$ cat src/sv/tgsd_pkg.sv
package tgsd_pkg;

  // Default sizing
  localparam int MAX_OUTLETS_DEF = 8;
  localparam int STOP_BITS_DEF   = 4;

  // Event codes carried in the opcode field
  localparam logic [2:0] OP_READING          = 3'd0;
  localparam logic [2:0] OP_ROUND_END        = 3'd1;
  localparam logic [2:0] OP_MANUAL_STOP      = 3'd2;
  localparam logic [2:0] OP_COLLECTOR_MANUAL = 3'd3;
  localparam logic [2:0] OP_SWITCH_ACK       = 3'd4;

  // Configuration register indexes
  localparam logic [2:0] REG_OUTLET_COUNT      = 3'd0;
  localparam logic [2:0] REG_STOP_MAP          = 3'd1;
  localparam logic [2:0] REG_OFF_WINDOW_MS     = 3'd2;
  localparam logic [2:0] REG_ON_WINDOW_MS      = 3'd3;
  localparam logic [2:0] REG_COLLECTOR_PRESENT = 3'd4;

  // Register reset values
  localparam logic [31:0] OFF_WINDOW_RST = 32'd10000;
  localparam logic [31:0] ON_WINDOW_RST  = 32'd2000;

  typedef struct packed {
    logic [2:0]  opcode;
    logic [2:0]  slot;
    logic [15:0] power_tenths;
    logic        active;
    logic [31:0] now_ms;
    logic [3:0]  stop_value;
    logic        flag;
  } item_t;

  typedef struct packed {
    logic [3:0] requested_stop;
    logic       manual_active;
    logic       switch_cmd_valid;
    logic       switch_cmd_value;
    logic       collector_on;
    logic       collector_forced;
  } result_t;

endpackage

$ cat src/sv/tgsd_in_stage.sv
module tgsd_in_stage (
  input  logic           clk,
  input  logic           rst,
  input  logic           item_valid,
  output logic           item_stall,
  input  tgsd_pkg::item_t item,
  input  logic           take,
  output logic           full,
  output tgsd_pkg::item_t held
);

  logic accept;

  assign item_stall = full && !take;
  assign accept     = item_valid && !item_stall;

  always_ff @(posedge clk) begin
    if (rst) begin
      full <= 1'b0;
    end else if (accept) begin
      full <= 1'b1;
    end else if (take) begin
      full <= 1'b0;
    end
  end

  always_ff @(posedge clk) begin
    if (accept) begin
      held <= item;
    end
  end

endmodule

$ cat src/sv/tgsd_core.sv
module tgsd_core #(
  parameter int MAX_OUTLETS = tgsd_pkg::MAX_OUTLETS_DEF,
  parameter int STOP_BITS   = tgsd_pkg::STOP_BITS_DEF
) (
  input  logic             clk,
  input  logic             rst,
  input  logic             fire,
  input  tgsd_pkg::item_t  item,
  input  logic             cfg_we,
  input  logic [2:0]       cfg_index,
  input  logic [31:0]      cfg_data,
  output tgsd_pkg::result_t result
);

  // Configuration registers
  logic [3:0]  outlet_count;
  logic [31:0] stop_map;
  logic [31:0] off_window_ms;
  logic [31:0] on_window_ms;
  logic        collector_present;

  // Event state
  logic [15:0]          best_power, best_power_next;
  logic [STOP_BITS-1:0] best_stop, best_stop_next;
  logic [STOP_BITS-1:0] pending_stop, pending_stop_next;
  logic                 pending_valid, pending_valid_next;
  logic [31:0]          pending_start, pending_start_next;
  logic [STOP_BITS-1:0] committed_stop, committed_stop_next;
  logic                 manual_hold, manual_hold_next;
  logic                 forced_mode, forced_mode_next;
  logic                 forced_state, forced_state_next;
  logic                 switched_on, switched_on_next;
  logic                 synced, synced_next;
  logic                 cmd_value, cmd_value_next;
  logic                 cmd_outstanding, cmd_outstanding_next;

  logic [31:0]          shift_amt;
  logic [31:0]          map_shifted;
  logic [STOP_BITS-1:0] map_stop;
  logic                 slot_ok;
  logic [31:0]          elapsed;
  logic [31:0]          window;
  logic [STOP_BITS+3:0] sv_wide;
  logic [STOP_BITS+3:0] stop_wide;
  logic                 desired;
  logic                 cmd_valid;
  logic                 cmd_val;

  // Slot to stop lookup; slots past bit 31 of the map read as home
  assign shift_amt   = 32'(item.slot) * 32'(STOP_BITS);
  assign map_shifted = stop_map >> shift_amt[4:0];
  assign map_stop    = (shift_amt >= 32'd32) ? '0 : map_shifted[STOP_BITS-1:0];
  assign slot_ok     = ({1'b0, item.slot} < outlet_count) &&
                       (32'(item.slot) < 32'(MAX_OUTLETS));

  assign elapsed = item.now_ms - pending_start;
  assign window  = (best_stop == '0) ? off_window_ms : on_window_ms;
  assign sv_wide = (STOP_BITS + 4)'(item.stop_value);

  always_comb begin
    best_power_next      = best_power;
    best_stop_next       = best_stop;
    pending_stop_next    = pending_stop;
    pending_valid_next   = pending_valid;
    pending_start_next   = pending_start;
    committed_stop_next  = committed_stop;
    manual_hold_next     = manual_hold;
    forced_mode_next     = forced_mode;
    forced_state_next    = forced_state;
    switched_on_next     = switched_on;
    synced_next          = synced;
    cmd_value_next       = cmd_value;
    cmd_outstanding_next = cmd_outstanding;
    desired              = 1'b0;
    cmd_valid            = 1'b0;
    cmd_val              = 1'b0;
    unique case (item.opcode)
      tgsd_pkg::OP_READING: begin
        if (slot_ok && item.active && (item.power_tenths > best_power)) begin
          best_power_next = item.power_tenths;
          best_stop_next  = map_stop;
        end
      end
      tgsd_pkg::OP_ROUND_END: begin
        if (outlet_count != 4'd0) begin
          if (!pending_valid || (best_stop != pending_stop)) begin
            pending_valid_next = 1'b1;
            pending_stop_next  = best_stop;
            pending_start_next = item.now_ms;
          end else if (elapsed >= window) begin
            if (manual_hold && (best_stop != '0)) begin
              manual_hold_next = 1'b0;
            end
            if (!manual_hold_next && (committed_stop != best_stop)) begin
              committed_stop_next = best_stop;
              forced_mode_next    = 1'b0;
            end
          end
        end
        best_power_next = '0;
        best_stop_next  = '0;
        if (collector_present) begin
          desired = forced_mode_next ? forced_state : (committed_stop_next != '0);
          if (!synced || (desired != switched_on)) begin
            cmd_valid            = 1'b1;
            cmd_val              = desired;
            cmd_value_next       = desired;
            cmd_outstanding_next = 1'b1;
          end
        end
      end
      tgsd_pkg::OP_MANUAL_STOP: begin
        committed_stop_next = sv_wide[STOP_BITS-1:0];
        manual_hold_next    = 1'b1;
      end
      tgsd_pkg::OP_COLLECTOR_MANUAL: begin
        forced_mode_next  = 1'b1;
        forced_state_next = item.flag;
      end
      tgsd_pkg::OP_SWITCH_ACK: begin
        if (cmd_outstanding) begin
          if (item.flag) begin
            switched_on_next = cmd_value;
            synced_next      = 1'b1;
          end
          cmd_outstanding_next = 1'b0;
        end
      end
      default: begin
      end
    endcase
  end

  assign stop_wide = (STOP_BITS + 4)'(committed_stop_next);

  always_comb begin
    result.requested_stop   = stop_wide[3:0];
    result.manual_active    = manual_hold_next;
    result.switch_cmd_valid = cmd_valid;
    result.switch_cmd_value = cmd_val;
    result.collector_on     = switched_on_next;
    result.collector_forced = forced_mode_next;
  end

  always_ff @(posedge clk) begin
    if (rst) begin
      outlet_count      <= 4'd0;
      stop_map          <= 32'd0;
      off_window_ms     <= tgsd_pkg::OFF_WINDOW_RST;
      on_window_ms      <= tgsd_pkg::ON_WINDOW_RST;
      collector_present <= 1'b0;
      best_power        <= '0;
      best_stop         <= '0;
      pending_stop      <= '0;
      pending_valid     <= 1'b0;
      pending_start     <= '0;
      committed_stop    <= '0;
      manual_hold       <= 1'b0;
      forced_mode       <= 1'b0;
      forced_state      <= 1'b0;
      switched_on       <= 1'b0;
      synced            <= 1'b0;
      cmd_value         <= 1'b0;
      cmd_outstanding   <= 1'b0;
    end else begin
      if (fire) begin
        best_power      <= best_power_next;
        best_stop       <= best_stop_next;
        pending_stop    <= pending_stop_next;
        pending_valid   <= pending_valid_next;
        pending_start   <= pending_start_next;
        committed_stop  <= committed_stop_next;
        manual_hold     <= manual_hold_next;
        forced_mode     <= forced_mode_next;
        forced_state    <= forced_state_next;
        switched_on     <= switched_on_next;
        synced          <= synced_next;
        cmd_value       <= cmd_value_next;
        cmd_outstanding <= cmd_outstanding_next;
      end
      if (cfg_we) begin
        unique case (cfg_index)
          tgsd_pkg::REG_OUTLET_COUNT:  outlet_count  <= cfg_data[3:0];
          tgsd_pkg::REG_STOP_MAP:      stop_map      <= cfg_data;
          tgsd_pkg::REG_OFF_WINDOW_MS: off_window_ms <= cfg_data;
          tgsd_pkg::REG_ON_WINDOW_MS:  on_window_ms  <= cfg_data;
          tgsd_pkg::REG_COLLECTOR_PRESENT: begin
            collector_present <= cfg_data[0];
            switched_on       <= 1'b0;
            synced            <= 1'b0;
            cmd_outstanding   <= 1'b0;
          end
          default: begin
          end
        endcase
      end
    end
  end

endmodule

$ cat src/sv/tgsd_out_stage.sv
module tgsd_out_stage (
  input  logic              clk,
  input  logic              rst,
  input  logic              load,
  input  tgsd_pkg::result_t next_word,
  output logic              free,
  output logic              result_valid,
  input  logic              result_stall,
  output tgsd_pkg::result_t result
);

  assign free = !result_valid || !result_stall;

  always_ff @(posedge clk) begin
    if (rst) begin
      result_valid <= 1'b0;
    end else if (load) begin
      result_valid <= 1'b1;
    end else if (!result_stall) begin
      result_valid <= 1'b0;
    end
  end

  always_ff @(posedge clk) begin
    if (load) begin
      result <= next_word;
    end
  end

endmodule

$ cat src/sv/tool_gate_select_debounce.sv
// Gate stop selection with debounce and dust collector control. Each input
// word carries one event: a power reading, a round end with its millisecond
// time stamp, a manual stop override, a forced collector state, or a switch
// acknowledgement. Every accepted word yields exactly one result word with
// the committed stop, override and collector status, plus a collector switch
// command when a round end finds the plug out of step. The block takes one
// word per clock unless item_stall is raised. The accepting edge loads the
// word into the input register. Its single-pass update logic (one 32-bit
// subtract and compare on round end) then writes the state and the result
// register as soon as the result register is free. Both sides are decoupled
// by these two registers; a stalled result only holds off new words once the
// input register is also full. Write configuration only while no word is in
// flight.
module tool_gate_select_debounce #(
  parameter int MAX_OUTLETS = tgsd_pkg::MAX_OUTLETS_DEF,
  parameter int STOP_BITS   = tgsd_pkg::STOP_BITS_DEF
) (
  input  logic              clk,
  input  logic              rst,
  // event words
  input  logic              item_valid,
  output logic              item_stall,
  input  tgsd_pkg::item_t   item,
  // result words
  output logic              result_valid,
  input  logic              result_stall,
  output tgsd_pkg::result_t result,
  // configuration writes
  input  logic              cfg_valid,
  output logic              cfg_ready,
  input  logic [2:0]        cfg_index,
  input  logic [31:0]       cfg_data
);

  logic              in_full;
  tgsd_pkg::item_t   in_word;
  logic              out_free;
  logic              advance;
  tgsd_pkg::result_t next_word;

  // Move the held word through the update logic whenever the result
  // register can take it.
  assign advance   = in_full && out_free;
  assign cfg_ready = 1'b1;

  tgsd_in_stage u_in (
    .clk        (clk),
    .rst        (rst),
    .item_valid (item_valid),
    .item_stall (item_stall),
    .item       (item),
    .take       (advance),
    .full       (in_full),
    .held       (in_word)
  );

  tgsd_core #(
    .MAX_OUTLETS (MAX_OUTLETS),
    .STOP_BITS   (STOP_BITS)
  ) u_core (
    .clk       (clk),
    .rst       (rst),
    .fire      (advance),
    .item      (in_word),
    .cfg_we    (cfg_valid && cfg_ready),
    .cfg_index (cfg_index),
    .cfg_data  (cfg_data),
    .result    (next_word)
  );

  tgsd_out_stage u_out (
    .clk          (clk),
    .rst          (rst),
    .load         (advance),
    .next_word    (next_word),
    .free         (out_free),
    .result_valid (result_valid),
    .result_stall (result_stall),
    .result       (result)
  );

endmodule

$ cat config.mk
export PLATFORM = sky130hd
export DESIGN_NAME = tool_gate_select_debounce
export DESIGN_NICKNAME = d
export VERILOG_FILES = /design/src/sv/tgsd_pkg.sv /design/src/sv/tgsd_in_stage.sv /design/src/sv/tgsd_core.sv /design/src/sv/tgsd_out_stage.sv /design/src/sv/tool_gate_select_debounce.sv
export SDC_FILE = /design/constraint.sdc
export NUM_CORES = 1
export LEC_CHECK = 0
export BUFFER_PORTS_ARGS = -buffer_cell sky130_fd_sc_hd__buf_2
export CORE_MARGIN = 1
export CORE_UTILIZATION = 45
export DETAILED_ROUTE_END_ITERATION = 10
export GPL_TIMING_DRIVEN = 0
export HOLD_SLACK_MARGIN = 0.02
export MAX_ROUTING_LAYER = met4
export SETUP_SLACK_MARGIN = 0.05
export SLEW_MARGIN = 5
export SYNTH_ARGS = -nofsm -noshare
export SYNTH_HDL_FRONTEND = slang
export SYNTH_HIERARCHICAL = 1
export SYNTH_SLANG_ARGS = --single-unit
$ cat constraint.sdc
create_clock -name clk -period 10 [get_ports clk]
set_clock_uncertainty 0.05 [all_clocks]
set_input_delay 2 -clock clk [delete_from_list [all_inputs] [get_ports clk]]
set_output_delay 2 -clock clk [all_outputs]
set_load 0.05 [all_outputs]
==> impl_metrics.tcl <==
set metrics [dict create \
    end_kind "flip-flop" \
    synth_edf_count 69 \
    ir_worst_vdd_mv 0.1271 \
    cts_sinks 240 \
    drc_errors 28 \
    cts_htree_levels 1 \
    met3_usage 0.02605 \
    drtPass1Iterations 8 \
    setup_violations 0 \
    yosys_most_used_dff "dfxtp_1" \
    drt_iter0_drc 736 \
    area_delta_synth_final_pct 16.53 \
    cp_max_fo 7 \
    violations "design-rule violations" \
    grt_util_all_layers 0.2168 \
    power.leakage_nw 5.775 \
    clockBufferDepth 3 \
    synth_seq_area_share 0.4560 \
    slowest_delay_ns 0.77 \
    coreArea_mm2 0.02613 \
    antenna_found_initial 0 \
    post-route-cell-area_mm2 0.01404 \
    syn_area_mm2 0.01205 \
    status "finished with violations" \
    synth_cell_types 68 \
    cts_resized 0 \
    setup-tns-final_ns 0 \
    avgSynthCellArea_um2 9.214 \
    place.gp.congestion 0.9049 \
    worstMarginPinSlew_ns 0.9619 \
    hold-worst-slack_ns 0.4020 \
    path_class "flip-flop to flip-flop" \
    hold_viol 0 \
    n_fill_cell 2452 \
    postCtsSetupRepairBufs 0 \
    startpoint_type "flip-flop" \
    syn_inst 1308 \
    dp_hpwl_um 21420 \
    grt_setup_unrepaired "no" \
    drv_slew 0 \
    worst-endpoint-arrival_ns 7.17 \
    cts-root-buf "clkbuf_16" \
    grt_first_pass_wirelength_um 46730 \
    viasPerCell 5.308 \
    grt_pass1_vias 8958 \
    die_y_um 165.7 \
    cts_tree "done" \
    clk_pin_slew_ns 0.06 \
    vias 9596 \
    drv_cap 0 \
    place_area_mm2 0.01307 \
    async_flop_share 0 \
    row_count 59 \
    synth_nets 1490 \
    layout-drive-gt1-share 0.1365 \
    clock_latency_ns 0.55 \
    fin_crit_sh 0.6909 \
    routed_wl_um 28990 \
    hp-class "flip-flop to flip-flop" \
    avgRoutedWirePerCell_um 16.03 \
    port_buffers 110 \
    die_area_mm2 0.02744 \
    relSlewSlack 0.3588 \
    yosysWarnings 6 \
    ant_nets 0 \
    synth_seq_cells 240 \
    required_ns 10.26 \
    gr-usage-met1 0.2938 \
    crit_path_cell_trace "ha_1 -> clkbuf_2 -> a21oi_1 -> nand3_1 -> a2111oi_0 -> nor3b_1 -> o31ai_2 -> a211oi_1 -> or4_1 -> o311ai_1 -> ha_1 -> and4_1 -> a221oi_1 -> o2111ai_1 -> a31o_1 -> a222oi_1 -> nor2_1 -> mux2i_1 -> nor2_1 -> buf_4" \
    initial_utilization 0.4612 \
    met2_usage 0.3440 \
    grt_max_degree 31 \
    pin_count 112 \
    cts_hold_buffers 0 \
    grt.overflow.total 0 \
    cp_slowest_cell "a221oi_1" \
    fin_crit_ns 6.909 \
    die_w_um 165.7 \
    fin_nets 1632 \
    cts_buffers 28 \
    fmax_mhz 144.7 \
    power_density_mw_per_mm2 168.0 \
    grt-busiest-layer "met2" \
]
## cell families (layout without fill, tap and decap cells)
logic type,Yosys count,count (layout),synth area share
simple gates,469,469,0.1738
compound gates,256,256,0.1267
flops,240,240,0.4560
buf+inv,129,293,0.04381
mux,96,96,0.08825
fa+ha+maj,82,82,0.08576
xor+xnor,35,35,0.02544
other cells,1,2,0.0003112
## final timing paths
path,cells after the start,start,end,slack [ns]
hold / removal,2,u_core/on_window_ms[29],u_core/on_window_ms[29],0.40
setup reg to reg,20,u_in/held[15],u_out/result[3],3.09
setup / recovery,20,u_in/held[15],u_out/result[3],3.09
hold reg to reg,2,u_core/on_window_ms[29],u_core/on_window_ms[29],0.40
## critical path: cells and delay by family (launching register included)
kind / cells / cell delay (ns)
DFF: 1 / 0.39
and+or+nand+nor: 6 / 1.47
adders and majority gates: 2 / 0.60
muxes: 1 / 0.23
AOI/OAI and AO/OA: 9 / 3.62
buffers and inverters: 2 / 0.29
## power breakdown
group	leakage [nW]	internal (mW)	total [mW]	switching (mW)
clock network	0.488	0.628	1.04	0.409
logic	3.24	0.107	0.269	0.162
registers	2.05	1.04	1.05	0.0167
total	5.78	1.77	2.36	0.588
## cells in the mapped netlist, drive strengths merged (5+ instances only)
library cell,number,share of area
a211oi,8,0.0050
a21o,18,0.011
a21oi,145,0.061
a221oi,5,0.0036
a31oi,5,0.0026
and4,5,0.0036
buf,19,0.0094
clkbuf,52,0.016
dfxtp,171,0.28
edfxtp,69,0.17
ha,81,0.084
inv,58,0.018
mux2i,86,0.071
mux4,8,0.015
nand2,234,0.073
nand2b,25,0.013
nand3,33,0.014
nand3b,13,0.0081
nand4,8,0.0042
nor2,98,0.031
nor2b,8,0.0048
nor3,17,0.0071
o21a,8,0.0050
o21ai,34,0.014
or2,6,0.0031
or3,5,0.0026
xnor2,23,0.017
xor2,12,0.0087
## metrics by stage
| stage | util | setup WS, ns | power (mW) | std cells |
|---|---|---|---|---|
| 6_report | 0.5374 | 3.091 | 2.359 | 1808 |
| 5_1_grt | 0.5373 | 2.690 | 2.461 | 1807 |
| 4_1_cts | 0.5373 | 3.207 | 2.387 | 1807 |
| 3_5_place_dp | 0.5001 | 3.218 | 1.341 | 1755 |
| 3_3_place_gp | 0.4983 | 2.326 | 1.336 | 1753 |
| 2_1_floorplan | - | 4.158 | 1.253 | 1308 |
## metal layers
| layer | wire length, µm | vias to the layer above | part of all wire |
|---|---|---|---|
| li1 | - | 4838 | - |
| met1 | 13770 | 4507 | 0.47 |
| met2 | 13210 | 213 | 0.46 |
| met3 | 1505 | 38 | 0.052 |
| met4 | 510 | 0 | 0.018 |
| met5 | 0 | - | 0 |
## cell usage in the layout, fill, tap and decap left out, types with 7 or more instances in the layout
master / count
nor3_1: 17
nand2b_1: 25
inv_1: 58
clkbuf_16: 32
nand2_1: 234
mux2i_1: 86
mux4_2: 8
o21ai_0: 34
ha_1: 81
a21oi_1: 144
nand3b_1: 13
nand4_1: 8
edfxtp_1: 69
clkbuf_8: 7
xor2_1: 12
o21a_1: 8
nor2_1: 98
buf_4: 7
a21o_1: 18
nand3_1: 33
clkbuf_1: 55
a211oi_1: 8
clkinv_2: 7
dfxtp_1: 171
xnor2_1: 23
buf_2: 117
## registers in the layout (all words and copies together) (netlist names), 4 cells and up
signal	count
u_core/pending_start	32
u_out/result	9
u_core/committed_stop	4
u_core/best_stop	4
u_core/on_window_ms	32
u_in/held	60
u_core/best_power	16
u_core/off_window_ms	32
u_core/outlet_count	4
u_core/stop_map	32
u_core/pending_stop	4
## cell type report
class | count | area [µm²] | share of cell area
Buffer | 71 | 310.3 | 0.02210
Antenna cell | 1 | 2.502 | 0.0001782
Sequential cell | 240 | 5495 | 0.3913
Inverter | 58 | 217.7 | 0.01550
Clock inverter | 9 | 60.06 | 0.004277
Multi-Input combinational cell | 939 | 6036 | 0.4298
Tap cell | 335 | 419.2 | 0.02985
Timing Repair Buffer | 112 | 590.6 | 0.04205
Clock buffer | 43 | 912.1 | 0.06495
(Power assumes the default switching activity.)
